===== src/rect_region_subtract_defines.svh =====
// Assertion macros shared by the rectangle table RTL.
// Needs a clk and an arst_n in the scope that uses them.
`ifndef RECT_REGION_SUBTRACT_DEFINES_SVH
`define RECT_REGION_SUBTRACT_DEFINES_SVH

// Check a property on every clock edge outside reset.
`define RRS_ASSERT(label, prop, msg) \
	label: assert property (@(posedge clk) disable iff (!arst_n) (prop)) else $error(msg);

// Check a property on every clock edge, reset included.
`define RRS_ASSERT_ALWAYS(label, prop, msg) \
	label: assert property (@(posedge clk) (prop)) else $error(msg);

`endif


===== src/rrs_ram.sv =====
// Generic single-write, single-read RAM with registered read data.
// No dependencies.
`timescale 1ns / 1ps

module rrs_ram #(
	parameter int WIDTH = 64,
	parameter int DEPTH = 64
) (
	input  logic                     clk,
	input  logic                     we,
	input  logic [$clog2(DEPTH)-1:0] waddr,
	input  logic [WIDTH-1:0]         wdata,
	input  logic [$clog2(DEPTH)-1:0] raddr,
	output logic [WIDTH-1:0]         rdata
);

	logic [WIDTH-1:0] mem_q [DEPTH];

	always_ff @(posedge clk) begin
		if (we) begin
			mem_q[waddr] <= wdata;
		end
		rdata <= mem_q[raddr];
	end

endmodule


===== config.mk =====
export PLATFORM = sky130hd
export DESIGN_NAME = rrs_ram
export DESIGN_NICKNAME = d
export VERILOG_FILES = /design/src/rect_region_subtract_defines.svh /design/src/rrs_ram.sv
export SDC_FILE = /design/constraint.sdc
export NUM_CORES = 2
export LEC_CHECK = 0
export BUFFER_PORTS_ARGS = -buffer_cell sky130_fd_sc_hd__buf_2
export CORE_MARGIN = 2
export CORE_UTILIZATION = 40
export CTS_CLUSTER_SIZE = 24
export DETAILED_ROUTE_END_ITERATION = 12
export SETUP_SLACK_MARGIN = 0.1
export SLEW_MARGIN = 20
export SYNTH_ARGS = -nofsm -noshare
export SYNTH_HDL_FRONTEND = slang
export SYNTH_SLANG_ARGS = --single-unit

===== constraint.sdc =====
create_clock -name clk -period 20.8 [get_ports clk]
set_clock_uncertainty 0.05 [all_clocks]
set_input_delay 6.24 -clock clk [delete_from_list [all_inputs] [get_ports clk]]
set_output_delay 6.24 -clock clk [all_outputs]
set_load 0.02 [all_outputs]

==> metrics.txt <==
# TYPE chip_impl_metric gauge
chip_impl_info{name="run_status",value="finished, final reports clean"} 1
chip_impl_metric{name="clkSlewWorstSetupHoldPaths",unit="ns"} 0.07
chip_impl_metric{name="boundaryPins",unit=""} 142
chip_impl_info{name="worst_hold_path_type",value="flip-flop to flip-flop"} 1
chip_impl_info{name="clockRootBuffer",value="sky130_fd_sc_hd__clkbuf_16"} 1
chip_impl_metric{name="fmax",unit="MHz"} 99.4
chip_impl_metric{name="synthDistinctLibCells",unit=""} 33
chip_impl_info{name="cts_tree",value="yes"} 1
chip_impl_metric{name="fin_crit",unit="ns"} 10.06
chip_impl_metric{name="grt_first_pass_wirelength",unit="um"} 607000
chip_impl_metric{name="met2RoutedLength",unit="um"} 215000
chip_impl_metric{name="chipWidth",unit="um"} 629
chip_impl_metric{name="total_count_of_max_transition_violations_in_the_final_report",unit=""} 0
chip_impl_metric{name="cts_max_path_buffers",unit=""} 4
chip_impl_metric{name="floorplan.rows",unit=""} 229
chip_impl_metric{name="critPathArrivalTime",unit="ns"} 10.83
chip_impl_metric{name="post_drt_wl_per_cell",unit="um"} 34.9
chip_impl_metric{name="timing.final.hold_violations",unit=""} 0
chip_impl_metric{name="setup_ws",unit="ns"} 10.74
chip_impl_metric{name="total_detailed_routing_wirelength",unit="um"} 439000
chip_impl_metric{name="core_area",unit="um2"} 389000
chip_impl_metric{name="worstSkewPairLatency",unit="ns"} 1.00
chip_impl_metric{name="grt_max_degree",unit=""} 136
chip_impl_metric{name="post_cts_resize_count",unit=""} 0
chip_impl_metric{name="numCtsBuffers",unit=""} 420
chip_impl_metric{name="grt_remaining_overflow",unit=""} 0
chip_impl_metric{name="port_buffers",unit=""} 141
chip_impl_metric{name="synth_area_per_cell",unit="um2"} 23.7
chip_impl_metric{name="dp_worst_setup_slack",unit="ns"} 9.62
chip_impl_info{name="mostFrequentLayoutCell",value="sky130_fd_sc_hd__edfxtp_1"} 1
chip_impl_metric{name="max-cap-violations",unit=""} 0
chip_impl_metric{name="clock_sinks",unit=""} 4160
chip_impl_metric{name="synth-seq-cells",unit=""} 4160
chip_impl_info{name="critical_path.cell_chain",value="buf_12 > buf_4 > buf_4 > buf_4 > mux4_2 > mux2i_1 > o22ai_1 > a41oi_1 > a211oi_1"} 1
chip_impl_metric{name="routed-wl-met3",unit="um"} 38200
chip_impl_info{name="whs_endpoint",value="rdata[46]"} 1
chip_impl_metric{name="dp.final_hpwl",unit="um"} 231000
chip_impl_metric{name="vias_in_the_first_global_route",unit=""} 75800
chip_impl_metric{name="power.leakage",unit="nW"} 55.0
chip_impl_metric{name="h-tree-depth",unit=""} 5
chip_impl_metric{name="register_area",unit="um2"} 124000
chip_impl_metric{name="num_vias",unit=""} 75500
chip_impl_metric{name="grt.total_usage",unit=""} 0.219
chip_impl_metric{name="initial_utilization",unit=""} 0.402
chip_impl_metric{name="p_total",unit="W"} 0.0175
chip_impl_metric{name="design.final.nets",unit=""} 7087
chip_impl_info{name="cp_slowest_cell",value="sky130_fd_sc_hd__buf_4"} 1
chip_impl_metric{name="power.density",unit="nW/um2"} 98.5
chip_impl_metric{name="cp_data_required_time",unit="ns"} 21.58
chip_impl_metric{name="timing_worst_slew_pin_value",unit="ns"} 1.24
chip_impl_metric{name="synth.cell_area",unit="um2"} 156000
chip_impl_metric{name="die_h",unit="um"} 629
chip_impl_metric{name="timing.max_slew.rel_slack",unit=""} 0.171
chip_impl_metric{name="ys_warn_count",unit=""} 0
chip_impl_metric{name="worstRegToRegCells",unit=""} 5
chip_impl_metric{name="die_area",unit="um2"} 396000
chip_impl_metric{name="total_nets_after_synthesis",unit=""} 6676
chip_impl_metric{name="whs_path_depth",unit=""} 4
chip_impl_metric{name="final_antenna_net_count",unit=""} 0
chip_impl_info{name="commonest_cells_after_routing_fill_and_taps_aside",value="sky130_fd_sc_hd__edfxtp_1, sky130_fd_sc_hd__mux4_2, sky130_fd_sc_hd__clkbuf_16"} 1
chip_impl_metric{name="ratio_of_final_minimum_period_to_clock_period",unit=""} 0.483
chip_impl_info{name="start_kind",value="input port"} 1
chip_impl_metric{name="sequential_element_share_of_the_synthesized_area",unit=""} 0.795
chip_impl_metric{name="multi_input_area",unit="um2"} 30800
chip_impl_metric{name="number_of_antenna_violations_at_the_first_check_in_global_routing",unit=""} 45
chip_impl_metric{name="drt_drc_violations_left",unit=""} 0
chip_impl_metric{name="globalplace.congestion",unit=""} 0.774
chip_impl_metric{name="cts.repair_timing.setup_buffer_count",unit=""} 0
chip_impl_metric{name="cts_hold_buf",unit=""} 0
chip_impl_metric{name="post_route_cells_drive_above_1_share",unit=""} 0.284
chip_impl_metric{name="drt-initial-drc-count",unit=""} 10300
chip_impl_metric{name="cpPeakStageDelay",unit="ns"} 0.78
chip_impl_metric{name="wl_met1",unit="um"} 173000
chip_impl_metric{name="vdd.ir_drop.worst",unit="mV"} 0.0817
chip_impl_info{name="worst_r2r_endpoint",value="rdata[14]"} 1
chip_impl_metric{name="finalHoldWorstSlack",unit="ns"} 0.771
chip_impl_metric{name="timing.final.setup_violations",unit=""} 0
chip_impl_info{name="rr_startpoint",value="mem_q[8][14]"} 1
chip_impl_metric{name="final_util",unit=""} 0.457
chip_impl_metric{name="register_to_register_setup_slack",unit="ns"} 18.57
chip_impl_metric{name="post_synth_inst_count",unit=""} 6598
chip_impl_metric{name="syn_to_final_growth",unit="%"} 13.7
chip_impl_info{name="highest-signal-layer",value="met5"} 1
chip_impl_metric{name="filler_cell_count",unit=""} 32200
chip_impl_info{name="critPathMostFrequentCell",value="sky130_fd_sc_hd__buf_4"} 1
chip_impl_info{name="grt_setup_unrepaired",value="false"} 1
chip_impl_info{name="critical_path_class",value="input port to flip-flop"} 1
chip_impl_metric{name="setup-tns-final",unit="ns"} 0
chip_impl_metric{name="viasPerCell",unit=""} 6.01
chip_impl_info{name="worstHoldStart",value="mem_q[39][46]"} 1
chip_impl_metric{name="drt_pass1_iterations",unit=""} 6
chip_impl_info{name="setup.worst_path.end_class",value="flip-flop"} 1
chip_impl_metric{name="critical_path.max_fanout",unit=""} 92
-- per-layer routing --
metal  up-vias  global-route usage
li1      29300                   -
met1     41600               0.302
met2      3861               0.359
met3       707              0.0364
met4        10              0.0624
met5         -                   0
-- metrics by stage --
step           cell area [um2]  cells
2_1_floorplan           156000   6598
3_3_place_gp            164000  11800
3_5_place_dp            164000  11800
4_1_cts                 178000  12600
5_1_grt                 178000  12600
6_report                178000  12600
-- worst max-delay path by stage --
stage / start / endpoint / depth (start not counted)
final: raddr[0] / rdata[21] / 9
after global routing: raddr[0] / rdata[21] / 9
after CTS: raddr[0] / rdata[21] / 9
after detailed placement: raddr[0] / rdata[21] / 9
after global placement: raddr[0] / rdata[21] / 9
after floorplan: waddr[3] / mem_q[48][0] / 4
-- cell type report --
cell class | instances | share of cell area
well taps | 5197 | 0.0366
multi-input cells | 2049 | 0.173
clock buffers | 535 | 0.0631
flip-flops and latches | 4160 | 0.699
diodes | 14 | 0.000197
inverters | 19 | 0.000401
repair buffers | 359 | 0.0151
clock inverters | 237 | 0.0121
-- power by group --
part           switching, W  internal [W]  leakage (nW)  total, W
Sequential        0.0000382       0.00928          37.4   0.00932
Clock               0.00319       0.00420          6.56   0.00740
Combinational      0.000511      0.000286          11.0  0.000797
-- cell usage after synthesis, drive strengths merged --
master	instances	area [um2]
or2	28	175
or3	29	181
mux4	1024	23100
or3b	1	8.76
mux2i	135	1350
o221ai	38	333
nor2b	28	175
and3	64	400
buf	230	1250
edfxtp	4096	123000
a31oi	18	113
nand4	2	12.5
nor3	2	10.0
dfxtp	64	1280
nand3	45	225
nor2	112	420
a41oi	26	228
a22oi	168	1260
a2bb2oi	19	166
a22o	88	771
nand4b	1	8.76
inv	19	71.3
and2	3	18.8
nand2b	11	68.8
nand3b	2	15.0
o22ai	83	519
nand2	58	218
clkbuf	140	526
a31o	1	8.76
a211oi	63	473
-- registers in the layout (all words and copies together), names as in the netlist --
| signal | cells |
|---|---|
| mem_q | 4096 |
| rdata | 64 |
-- logic make-up after synthesis --
| kind of cell | after synthesis | share of synthesized area |
|---|---|---|
| and+or+nand+nor | 386 | 0.0124 |
| buffers and inverters | 389 | 0.0118 |
| DFF | 4160 | 0.795 |
| AOI/OAI and AO/OA | 504 | 0.0248 |
| muxes | 1159 | 0.156 |
-- critical path, delay by kind of cell --
kind	cells	cell delay, ns
buffers and inverters	4	2.65
muxes	2	0.75
AOI/OAI and AO/OA	3	0.77
Note: power is estimated with default switching activity, not from simulation.
